File: src/hw/rtl/iwrm_pkg.sv
`default_nettype none

package iwrm_pkg;

  localparam int unsigned RULE_SLOTS = 16;
  localparam int unsigned ADDR_W     = 32;
  localparam int unsigned IDX_W      = 4;
  localparam int unsigned WILD_W     = 4;
  localparam int unsigned OCTETS     = 4;

  typedef logic [IDX_W-1:0] idx_t;

  typedef enum logic {
    REQ_WRITE = 1'b0,
    REQ_CHECK = 1'b1
  } req_e;

  // One transaction travelling down the cell chain
  typedef struct packed {
    logic              vld;
    req_e              req;
    idx_t              entry_index;
    logic              entry_valid;
    logic              rule_kind;
    logic [ADDR_W-1:0] address;
    logic [WILD_W-1:0] wildcard_mask;
    logic              hit;
    idx_t              hit_index;
  } stage_t;

  // Fixed identity of a cell
  typedef struct packed {
    idx_t id;
    logic writable;
  } slot_t;

endpackage

`default_nettype wire

File: src/hw/rtl/iwrm_if.sv
`default_nettype none

interface iwrm_in_if;
  logic                        valid;
  logic                        ready;
  logic                        req_type;
  logic [iwrm_pkg::IDX_W-1:0]  entry_index;
  logic                        entry_valid;
  logic                        rule_kind;
  logic [iwrm_pkg::ADDR_W-1:0] address;
  logic [iwrm_pkg::WILD_W-1:0] wildcard_mask;

  modport source (
    output valid, req_type, entry_index, entry_valid, rule_kind, address, wildcard_mask,
    input  ready
  );
  modport sink (
    input  valid, req_type, entry_index, entry_valid, rule_kind, address, wildcard_mask,
    output ready
  );
endinterface

interface iwrm_out_if;
  logic                       valid;
  logic                       ready;
  logic                       permitted;
  logic [iwrm_pkg::IDX_W-1:0] hit_index;

  modport source (
    output valid, permitted, hit_index,
    input  ready
  );
  modport sink (
    input  valid, permitted, hit_index,
    output ready
  );
endinterface

`default_nettype wire

File: src/hw/rtl/iwrm_cell.sv
`default_nettype none

module iwrm_cell (
  input  wire logic             clk_i,
  input  wire logic             rst_ni,
  input  wire logic             adv_i,
  input  wire iwrm_pkg::slot_t  slot_i,
  input  wire iwrm_pkg::stage_t stage_i,
  output iwrm_pkg::stage_t      stage_o
);

  logic                            rule_vld_q;
  logic                            rule_kind_q;
  logic [iwrm_pkg::ADDR_W-1:0]     rule_addr_q;
  logic [iwrm_pkg::WILD_W-1:0]     rule_wild_q;
  logic                            stage_vld_q;
  iwrm_pkg::stage_t                stage_q;
  iwrm_pkg::stage_t                stage_d;
  logic                            wr_sel;
  logic [iwrm_pkg::OCTETS-1:0]     oct_ok;
  logic                            rule_match;

  assign wr_sel = stage_i.vld && (stage_i.req == iwrm_pkg::REQ_WRITE) && slot_i.writable &&
                  (stage_i.entry_index == slot_i.id);

  always_comb begin
    for (int k = 0; k < iwrm_pkg::OCTETS; k++) begin
      oct_ok[k] = rule_wild_q[k] || (rule_addr_q[8*k +: 8] == stage_i.address[8*k +: 8]);
    end
  end

  assign rule_match = rule_vld_q && (rule_kind_q == stage_i.rule_kind) && (&oct_ok);

  always_comb begin
    stage_d = stage_i;
    if (stage_i.vld && (stage_i.req == iwrm_pkg::REQ_CHECK) && !stage_i.hit && rule_match) begin
      stage_d.hit       = 1'b1;
      stage_d.hit_index = slot_i.id;
    end
  end

  always_ff @(posedge clk_i or negedge rst_ni) begin
    if (!rst_ni) begin
      rule_vld_q  <= 1'b0;
      stage_vld_q <= 1'b0;
    end else if (adv_i) begin
      stage_vld_q <= stage_i.vld;
      if (wr_sel) begin
        rule_vld_q <= stage_i.entry_valid;
      end
    end
  end

  always_ff @(posedge clk_i) begin
    if (adv_i) begin
      stage_q <= stage_d;
      if (wr_sel) begin
        rule_kind_q <= stage_i.rule_kind;
        rule_addr_q <= stage_i.address;
        rule_wild_q <= stage_i.wildcard_mask;
      end
    end
  end

  always_comb begin
    stage_o     = stage_q;
    stage_o.vld = stage_vld_q;
  end

endmodule

`default_nettype wire

File: src/hw/rtl/ipv4_wildcard_rule_match_top.sv
// Channel  Dir  Modport  Payload
// in_i     in   sink     req_type, entry_index, entry_valid, rule_kind, address, wildcard_mask
// out_o    out  source   permitted, hit_index (one per check transaction)
//
// One transaction accepted per cycle while no result is held at out_o; a check result passes
// through the first cell, which loads at its accepting edge, then the remaining RULE_SLOTS - 1
// cells and the output register, each of them registered.
// Writes travel the same chain, so every check sees all earlier writes.
// Reset clears every rule valid bit at once; no clearing pass.
// A held result stalls the whole chain and drops in_i.ready.
`default_nettype none

module ipv4_wildcard_rule_match_top (
  input  wire logic   clk_i,
  input  wire logic   rst_ni,
  iwrm_in_if.sink     in_i,
  iwrm_out_if.source  out_o
);

  iwrm_pkg::stage_t           chain [iwrm_pkg::RULE_SLOTS+1];
  logic                       adv;
  logic                       out_vld_q;
  logic                       permitted_q;
  iwrm_pkg::idx_t             hit_index_q;
  iwrm_pkg::stage_t           last;

  assign adv = !out_vld_q || out_o.ready;

  always_comb begin
    chain[0].vld           = in_i.valid;
    chain[0].req           = iwrm_pkg::req_e'(in_i.req_type);
    chain[0].entry_index   = in_i.entry_index;
    chain[0].entry_valid   = in_i.entry_valid;
    chain[0].rule_kind     = in_i.rule_kind;
    chain[0].address       = in_i.address;
    chain[0].wildcard_mask = in_i.wildcard_mask;
    chain[0].hit           = 1'b0;
    chain[0].hit_index     = '0;
  end

  for (genvar i = 0; i < iwrm_pkg::RULE_SLOTS; i++) begin : g_cell
    iwrm_pkg::slot_t slot;
    assign slot.id       = iwrm_pkg::idx_t'(i);
    assign slot.writable = (i < (1 << iwrm_pkg::IDX_W));

    iwrm_cell u_cell (
      .clk_i   (clk_i),
      .rst_ni  (rst_ni),
      .adv_i   (adv),
      .slot_i  (slot),
      .stage_i (chain[i]),
      .stage_o (chain[i+1])
    );
  end

  assign last = chain[iwrm_pkg::RULE_SLOTS];

  always_ff @(posedge clk_i or negedge rst_ni) begin
    if (!rst_ni) begin
      out_vld_q <= 1'b0;
    end else if (adv) begin
      out_vld_q <= last.vld && (last.req == iwrm_pkg::REQ_CHECK);
    end
  end

  always_ff @(posedge clk_i) begin
    if (adv) begin
      permitted_q <= last.hit;
      hit_index_q <= last.hit_index;
    end
  end

  assign in_i.ready      = adv;
  assign out_o.valid     = out_vld_q;
  assign out_o.permitted = permitted_q;
  assign out_o.hit_index = hit_index_q;

endmodule

`default_nettype wire

File: src/flat_wrapper.sv
// flat-port wrapper written by rule: the top's interface ports become plain ports
module ipv4_wildcard_rule_match_top_flat 
  (clk_i, rst_ni, in_i_valid, in_i_req_type, in_i_entry_index, in_i_entry_valid, in_i_rule_kind, in_i_address, in_i_wildcard_mask, in_i_ready, out_o_valid, out_o_permitted, out_o_hit_index, out_o_ready);
  iwrm_in_if in_i_i ();
  iwrm_out_if out_o_i ();
  input  wire logic clk_i;
  input  wire logic rst_ni;
  input wire logic [$bits(in_i_i.valid)-1:0] in_i_valid;
  input wire logic [$bits(in_i_i.req_type)-1:0] in_i_req_type;
  input wire logic [$bits(in_i_i.entry_index)-1:0] in_i_entry_index;
  input wire logic [$bits(in_i_i.entry_valid)-1:0] in_i_entry_valid;
  input wire logic [$bits(in_i_i.rule_kind)-1:0] in_i_rule_kind;
  input wire logic [$bits(in_i_i.address)-1:0] in_i_address;
  input wire logic [$bits(in_i_i.wildcard_mask)-1:0] in_i_wildcard_mask;
  output wire logic [$bits(in_i_i.ready)-1:0] in_i_ready;
  output wire logic [$bits(out_o_i.valid)-1:0] out_o_valid;
  output wire logic [$bits(out_o_i.permitted)-1:0] out_o_permitted;
  output wire logic [$bits(out_o_i.hit_index)-1:0] out_o_hit_index;
  input wire logic [$bits(out_o_i.ready)-1:0] out_o_ready;
  assign in_i_i.valid = in_i_valid;
  assign in_i_i.req_type = in_i_req_type;
  assign in_i_i.entry_index = in_i_entry_index;
  assign in_i_i.entry_valid = in_i_entry_valid;
  assign in_i_i.rule_kind = in_i_rule_kind;
  assign in_i_i.address = in_i_address;
  assign in_i_i.wildcard_mask = in_i_wildcard_mask;
  assign in_i_ready = in_i_i.ready;
  assign out_o_valid = out_o_i.valid;
  assign out_o_permitted = out_o_i.permitted;
  assign out_o_hit_index = out_o_i.hit_index;
  assign out_o_i.ready = out_o_ready;
  ipv4_wildcard_rule_match_top u_core (.clk_i(clk_i), .rst_ni(rst_ni), .in_i(in_i_i), .out_o(out_o_i));
endmodule
File: config.mk
export PLATFORM = sky130hd
export DESIGN_NAME = ipv4_wildcard_rule_match_top_flat
export DESIGN_NICKNAME = d
export VERILOG_FILES = /design/src/hw/rtl/iwrm_pkg.sv /design/src/hw/rtl/iwrm_if.sv /design/src/hw/rtl/iwrm_cell.sv /design/src/hw/rtl/ipv4_wildcard_rule_match_top.sv /design/src/flat_wrapper.sv
export SDC_FILE = /design/constraint.sdc
export NUM_CORES = 1
export LEC_CHECK = 0
export BUFFER_PORTS_ARGS = -buffer_cell sky130_fd_sc_hd__buf_2
export CAP_MARGIN = 5
export CORE_ASPECT_RATIO = 0.8
export CORE_MARGIN = 8
export CORE_UTILIZATION = 62
export DETAILED_ROUTE_END_ITERATION = 16
export MAX_ROUTING_LAYER = met4
export PLACE_DENSITY = 0.8
export SYNTH_ARGS = -nofsm -noshare
export SYNTH_HDL_FRONTEND = slang
export SYNTH_SLANG_ARGS = --single-unit
File: constraint.sdc
create_clock -name clk_i -period 12.05 [get_ports clk_i]
set_clock_uncertainty 0.2 [all_clocks]
set_input_delay 1.205 -clock clk_i [delete_from_list [all_inputs] [get_ports clk_i]]
set_output_delay 1.205 -clock clk_i [all_outputs]
set_load 0.02 [all_outputs]
==> flow_summary_export.csv, run 1 <==
group,metric,value,unit
floorplanning,die_area,0.0855,mm2
global_routing,grt_usage,0.178,
floorplanning,io_pins,54,
timing,hold_viol_final,0,
placed_design,gp_congestion,0.777,
synth,ys_seq_area_frac,0.847,
synth,synth_cells,2280,
clock_tree,numCtsBuffers,114,
timing,min_period_over_period,0.391,
global_routing,grt_max_degree,196,
finish,area_growth_syn_to_layout,11.9,%
routing,firstDrtPassIters,5,
placed_design,place_area,0.0491,mm2
clock_tree,cts_root_buf,"clkbuf_16",
floorplanning,die_y,263,um
worst_setup_path,cp_max_fo,175,
floorplanning,rows,90,
timing,report.final.slew_viol_count,0,
global_routing,grt-ovfl-total,0,
floorplanning,core_area,0.0756,mm2
worst_setup_path,start_kind,"input pin",
clock_tree,postCtsHoldBufs,0,
power_and_ir_drop,peakVddDrop,0.140,mV
clock_tree,post_cts_buffers,0,
worst_setup_path,crit_type,"input pin to flip-flop",
timing,slew-limit-headroom,0.280,
clock_tree,path_clk_slew,0.07,ns
floorplanning,die_x,325,um
synth,synth-seq-cells,1341,
clock_tree,clockBufferDepth,3,
clock_tree,cts_tree,"built",
min_path,hold_class,"flip-flop to flip-flop",
synth,syn-mean-instance-area,20.8,um2
synth,synth_top_area_frac,0.830,
clock_tree,clock_latency,0.69,ns
clock_tree,cts_resized,0,
synth,synth.cell_area,0.0473,mm2
global_routing,grt_pass1_wl,117000,um
timing,rsz0062_at_grt,"false",
global_routing,grt_pass1_vias,21000,
clock_tree,cts_sinks,1341,
worst_setup_path,worstPathRequired,12.41,ns
job,maxCapViolations,0,
timing,max_freq,0.212,GHz
power_and_ir_drop,p_per_area,247,mW/mm2
routing,drtAntennaViolNets,0,
routing,drt-total-wl,74800,um
timing,finalSetupTns,0,ns
routing,wl_per_cell,20.9,um
timing,tightestPinTransition,1.08,ns
routing,detailroute.via_count,20000,
finish,layout.nets,2514,
clock_tree,cts_max_level,3,
floorplanning,start_util,0.627,
finish,drive_gt1_frac,0.115,
routing,first_iter_violations,1523,
routing,drc,0,
placed_design,dp_hpwl,46900,um
synth,yosys.area.top_type,"edfxtp_1",
finish,fillers,4184,
synth,synth.distinct_cells,35,
finish,antenna_cells,0,
synth,synth.top_cells.by_area,"edfxtp_1 83%, xor2_1 9.5%, dfrtp_1 1.7%",
worst_setup_path,end_kind,"flip-flop",
finish,finalInstanceArea,0.0530,mm2
synth,synth_fp_nets,2327,
global_routing,antenna_found_initial,0,
synth,ys.warnings.count,0,
timing,setup_viol,0,
placed_design,port-buffer-count,53,
worst_setup_path,crit_arrival,5.07,ns
routing,routed_via_density,5.60,
timing,min_period,4.72,ns
status,outcome,"complete, no violations",
power_and_ir_drop,leakage,0.0183,uW
[registers in the layout, indices dropped and copies added, names as in the netlist]
| signal | count |
|---|---|
| u_core.g_cell.u_cell.rule_kind_q | 16 |
| u_core.out_o.permitted | 1 |
| u_core.g_cell.u_cell.rule_wild_q | 64 |
| u_core.g_cell.u_cell.rule_vld_q | 16 |
| u_core.g_cell.u_cell.stage_o | 711 |
| u_core.g_cell.u_cell.rule_addr_q | 512 |
| u_core.g_cell.u_cell.stage_vld_q | 16 |
| u_core.out_o.valid | 1 |
| u_core.out_o.hit_index | 4 |
[path summary, 6_finish.rpt]
| path | start | to | slack (ns) | depth (start not counted) |
|---|---|---|---|---|
| max | out_o_ready | u_core.g_cell[10].u_cell.rule_vld_q$_DFFE_PN0P_ | 7.33 | 10 |
| min reg2reg | u_core.g_cell[15].u_cell.stage_o[0]$_SDFFCE_PP1P_ | u_core.out_o.hit_index[0]$_DFFE_PP_ | 0.22 | 0 |
| min | u_core.g_cell[15].u_cell.stage_o[0]$_SDFFCE_PP1P_ | u_core.out_o.hit_index[0]$_DFFE_PP_ | 0.22 | 0 |
| max in group asynchronous | rst_ni | u_core.g_cell[0].u_cell.rule_vld_q$_DFFE_PN0P_ | 10.50 | 1 |
| min in group asynchronous | rst_ni | u_core.out_o.valid$_DFFE_PN0P_ | 0.50 | 1 |
| max reg2reg | u_core.out_o.valid$_DFFE_PN0P_ | u_core.g_cell[10].u_cell.rule_vld_q$_DFFE_PN0P_ | 7.45 | 9 |
[final cells by class]
cell class                 count  area [um2]  share of cell area
sequential                  1341       40100               0.757
multi-input combinational    933        7300               0.138
clock buffer                 150        3140              0.0593
tap                         1012        1270              0.0239
clock inverter                65         708              0.0134
timing repair buffer          74         460             0.00869
inverter                       3        18.8            0.000354
[per-stage QoR]
stage | instances | power, uW | hold WS, ns | worst slack (ns) | utilization
floorplan | 2280 | 8730 | 0.200 | 1.83 | -
global placement | 3363 | 9260 | 0.208 | 6.71 | 0.650
detailed placement | 3363 | 9430 | 0.205 | 6.53 | 0.650
CTS | 3578 | 13200 | 0.222 | 7.24 | 0.701
global route | 3578 | 13600 | 0.230 | 6.99 | 0.701
finish | 3578 | 13100 | 0.216 | 7.33 | 0.701
[report_power, final]
group / internal [uW] / switching, uW / total [uW]
Clock: 2140 / 1570 / 3700
Sequential: 7110 / 1130 / 8240
Combinational: 502 / 644 / 1150
Total: 9750 / 3340 / 13100
[per-layer routing]
metal,up-vias,part of all wire,GRT usage
li1,9196,-,-
met1,10200,0.42,0.227
met2,526,0.51,0.300
met3,125,0.046,0.0303
met4,0,0.022,0.0494
met5,-,0,-
[logic make-up (layout without fill, tap and decap cells)]
logic type / after synthesis / after routing / synth area share
mux: 16 / 16 / 0.00381
compound gates: 124 / 124 / 0.0166
xor+xnor: 528 / 528 / 0.0977
simple gates: 265 / 265 / 0.0343
flops: 1341 / 1341 / 0.847
buf+inv: 6 / 292 / 0.000581
[layout by cell type, fill, tap and decap left out, types with 3 or more instances in the layout]
cell	netlist	routed
inv_6	0	5
nand4b_1	6	6
clkinv_1	0	21
xor2_1	512	512
clkbuf_8	0	11
or4_4	10	10
o21bai_1	39	39
or4b_2	4	4
nor4b_1	4	4
nor4_1	128	128
xnor2_1	16	16
nand2_1	50	50
edfxtp_1	1308	1308
a21oi_1	62	62
mux2_2	16	16
clkbuf_1	0	23
buf_4	1	18
clkinvlp_4	0	4
nand4bb_1	4	4
buf_12	0	3
nor2_1	7	7
nor3_2	2	14
o21a_1	11	11
dfrtp_1	33	33
clkinv_2	0	18
clkbuf_16	0	116
buf_2	1	53
bufinv_16	0	14
nor2b_1	12	11
a21boi_0	5	5
nand4_1	15	15
or4_1	3	3
[synthesized netlist by cell type]
library cell,n
nor4_1,128
o21bai_1,39
a21oi_1,62
a21o_1,2
nor4b_1,4
nand3_1,2
nand2_1,50
nand2b_1,2
or4_4,10
nor2b_1,12
dfrtp_1,33
nor2_1,7
edfxtp_1,1308
nor3_1,14
or3_1,1
or4_1,3
o41a_1,1
nand4b_1,6
nor3_2,2
buf_1,1
a41o_1,2
mux2_2,16
o21a_1,11
xnor2_1,16
buf_2,1
a21boi_0,5
nand4_1,15
o41ai_1,2
buf_4,1
nand4bb_1,4
inv_1,2
xor2_1,512
or4b_2,4
inv_2,1
or3_4,1
[worst max-delay path: stages]
cell and delay [ns]:
buf_2 0.08, nor2b_2 0.04, buf_4 0.24, inv_8 0.62, buf_12 0.66, buf_12 0.67
nand2_1 0.20, nor3_2 0.20, buf_4 0.45, mux2_2 0.39
No activity file was read; power rests on OpenSTA's default activity.
==> inputs of run 2 (changes only) <==
ABC_AREA = 1   (was default)
clock period = 4.5 ns   (was 12.05 ns; I/O delays follow)
==> flow_summary_export.csv, run 2 <==
group,metric,value,unit
power_and_ir_drop,peakVddDrop,0.387,mV
clock_tree,clock_latency,0.68,ns
clock_tree,numCtsBuffers,116,
placed_design,dp.cells,4121,
timing,slew-limit-headroom,0.183,
finish,largest_reg_flops,711,
finish,final_common_cell,"edfxtp_1",
routing,firstDrtPassIters,5,
synth,synth.top_cells.by_area,"edfxtp_1 80%, xnor2_1 7.6%, nand2_1 4.7%",
placed_design,gp_congestion,0.764,
placed_design,port-buffer-count,53,
routing,drtAntennaViolNets,0,
power_and_ir_drop,clockPowerShare,0.273,
global_routing,met3_usage,0.0300,
global_routing,grt.busiest_layer,"met2",
clock_tree,cts_resized,0,
worst_setup_path,crit_arrival,2.76,ns
routing,drt-total-wl,80400,um
synth,synth-seq-cells,1341,
synth,async_flop_share,0.0246,
timing,whs,0.209,ns
synth,synth_cells,3015,
power_and_ir_drop,leakage,0.0198,uW
synth,synth_edf_count,1308,
global_routing,use_met2,0.323,
power_and_ir_drop,p_per_area,652,mW/mm2
worst_setup_path,end_kind,"primary output",
finish,area_growth_syn_to_layout,12.3,%
min_path,min_from,"u_core.g_cell[14].u_cell.stage_o[5]$_DFFE_PP_",
floorplanning,die_x,331,um
floorplanning,start_util,0.625,
global_routing,grt-ovfl-total,0,
finish,antenna_cells,0,
synth,synth.most_common_cell,"edfxtp_1",
synth,synth_fp_nets,3062,
min_path,hold_class,"flip-flop to flip-flop",
floorplanning,die_area,0.0886,mm2
worst_setup_path,cpMaxStageDelayCell,"buf_4",
power_and_ir_drop,sw_frac_of_total,0.263,
global_routing,grt_pass1_wl,128000,um
worst_setup_path,worstPathRequired,3.85,ns
global_routing,grt_use_met1,0.235,
routing,detailroute.via_count,23200,
placed_design,dp_hpwl,50300,um
power_and_ir_drop,power_frac_seq,0.615,
floorplanning,core_area,0.0786,mm2
power_and_ir_drop,intPower,26500,uW
synth,synth.cell_area,0.0492,mm2
synth,ys_seq_area_frac,0.816,
routing,drc,0,
floorplanning,die_y,268,um
synth,synth_top_area_frac,0.799,
timing,min_period_over_period,0.757,
timing,max_freq,0.294,GHz
worst_setup_path,start_kind,"flip-flop",
global_routing,grt_pass1_vias,24300,
synth,netlist_top_cells_count,"1308 x edfxtp_1, 612 x nand2_1, 427 x xnor2_1, 256 x inv_1, 175 x nor2_1",
clock_tree,cts_tree,"built",
routing,wl_per_cell,18.4,um
floorplanning,rows,92,
clock_tree,cts_max_level,3,
global_routing,antenna_found_initial,0,
worst_setup_path,r2r_start,"u_core.out_o.valid$_DFFE_PN0P_",
global_routing,grt_usage,0.189,
global_routing,grt_max_degree,205,
worst_setup_path,path_buf_inv,4,
finish,layout.nets,3297,
routing,routed_via_density,5.30,
timing,setup_viol,0,
timing,tightestPinTransition,1.22,ns
clock_tree,clockBufferDepth,3,
worst_setup_path,max_stage_delay,0.51,ns
finish,drive_gt1_frac,0.0819,
timing,rsz0062_at_grt,"false",
worst_setup_path,critPathTopFamily,"buffers and inverters",
timing,report.final.slew_viol_count,0,
synth,ys.warnings.count,0,
synth,syn-mean-instance-area,16.3,um2
synth,synth.distinct_cells,32,
power_and_ir_drop,p_switching,9440,uW
worst_setup_path,worstPathCellList,"inv_1 -> nor2_4 -> clkinv_16 -> buf_4 -> buf_2",
power_and_ir_drop,comb_power_share,0.113,
floorplanning,io_pins,54,
finish,fin_cells,4380,
finish,mostFrequentLayoutCells,"1308 x edfxtp_1, 612 x nand2_1, 427 x xnor2_1, 256 x inv_1, 175 x nor2_1",
worst_setup_path,crit_type,"flip-flop to primary output",
clock_tree,cts_sinks,1341,
synth,yosys.area.top_type,"edfxtp_1",
timing,hold_viol_final,0,
synth,synthFlopType,"edfxtp_1",
worst_setup_path,cp-startpoint,"u_core.out_o.valid$_DFFE_PN0P_",
job,maxCapViolations,0,
finish,utilization,0.702,
status,outcome,"complete, no violations",
timing,min_period,3.41,ns
routing,first_iter_violations,1974,
clock_tree,path_clk_slew,0.06,ns
worst_setup_path,cp_max_fo,204,
clock_tree,cts_root_buf,"clkbuf_16",
## run 2: per-stage QoR
stage	cell area [um2]	total power, uW	setup TNS, ns	setup WS, ns
3_3_place_gp	51000	25700	0	1.63
5_1_grt	55200	37500	0	0.979
4_1_cts	55200	36200	0	1.12
2_1_floorplan	49200	24200	-79.70	-0.524
3_5_place_dp	51000	26300	0	1.51
6_report	55200	36000	0	1.09
## run 2: cell type report
cell class / instances / area, um2
multi-input cells: 1413 / 8120
clock buffers: 157 / 3190
repair buffers: 120 / 906
well taps: 1034 / 1290
flip-flops and latches: 1341 / 40100
fillers: 4506 / 23400
inverters: 258 / 996
clock inverters: 57 / 581
## run 2: final timing paths
check / cells after the start / slack [ns] / endpoint
max in group asynchronous: 2 / 3.10 / u_core.g_cell[6].u_cell.rule_vld_q$_DFFE_PN0P_
setup reg to reg: 6 / 1.62 / u_core.g_cell[4].u_cell.rule_vld_q$_DFFE_PN0P_
hold / removal: 0 / 0.21 / u_core.g_cell[15].u_cell.rule_wild_q[0]$_DFFE_PP_
setup / recovery: 5 / 1.09 / in_i_ready
min in group asynchronous: 2 / 0.29 / u_core.out_o.valid$_DFFE_PN0P_
hold reg to reg: 0 / 0.21 / u_core.g_cell[15].u_cell.rule_wild_q[0]$_DFFE_PP_
## run 2: power by group through the flow
stage	registers, uW	logic [uW]	clock network (uW)
after CTS	22100	4110	9970
final	22100	4050	9800
after floorplan	21000	3130	0
after global routing	22500	4570	10400
after detailed placement	22300	3960	0
after global placement	22100	3690	0
## run 2: worst register-to-register path, delay by kind of cell, from the launching register on
family                 cells  cell delay (ns)
flip-flops                 1             0.39
multiplexers               1             0.35
buffers and inverters      2             0.47
AND/OR/NAND/NOR            3             1.35
## run 2: per-layer routing
metal,share of wire,vias to the layer above
li1,-,10900
met1,0.42,11600
met2,0.51,557
met3,0.044,160
met4,0.027,0
met5,0,-
## run 2: logic make-up after synthesis
kind of cell	count (synthesis)	synth area share
and+or+nand+nor	890	0.0738
xor gates and xnor gates	455	0.0811
DFF	1341	0.816
AOI/OAI and AO/OA	66	0.00820
buffers and inverters	261	0.0204
muxes	2	0.000611
## run 2: repair_timing
action / CTS / global route
setup buffers: 0 / 0
setup endpoints to repair: 0 / 0
hold buffers: 45 / 0
endpoints found under the hold margin: 115 / 0
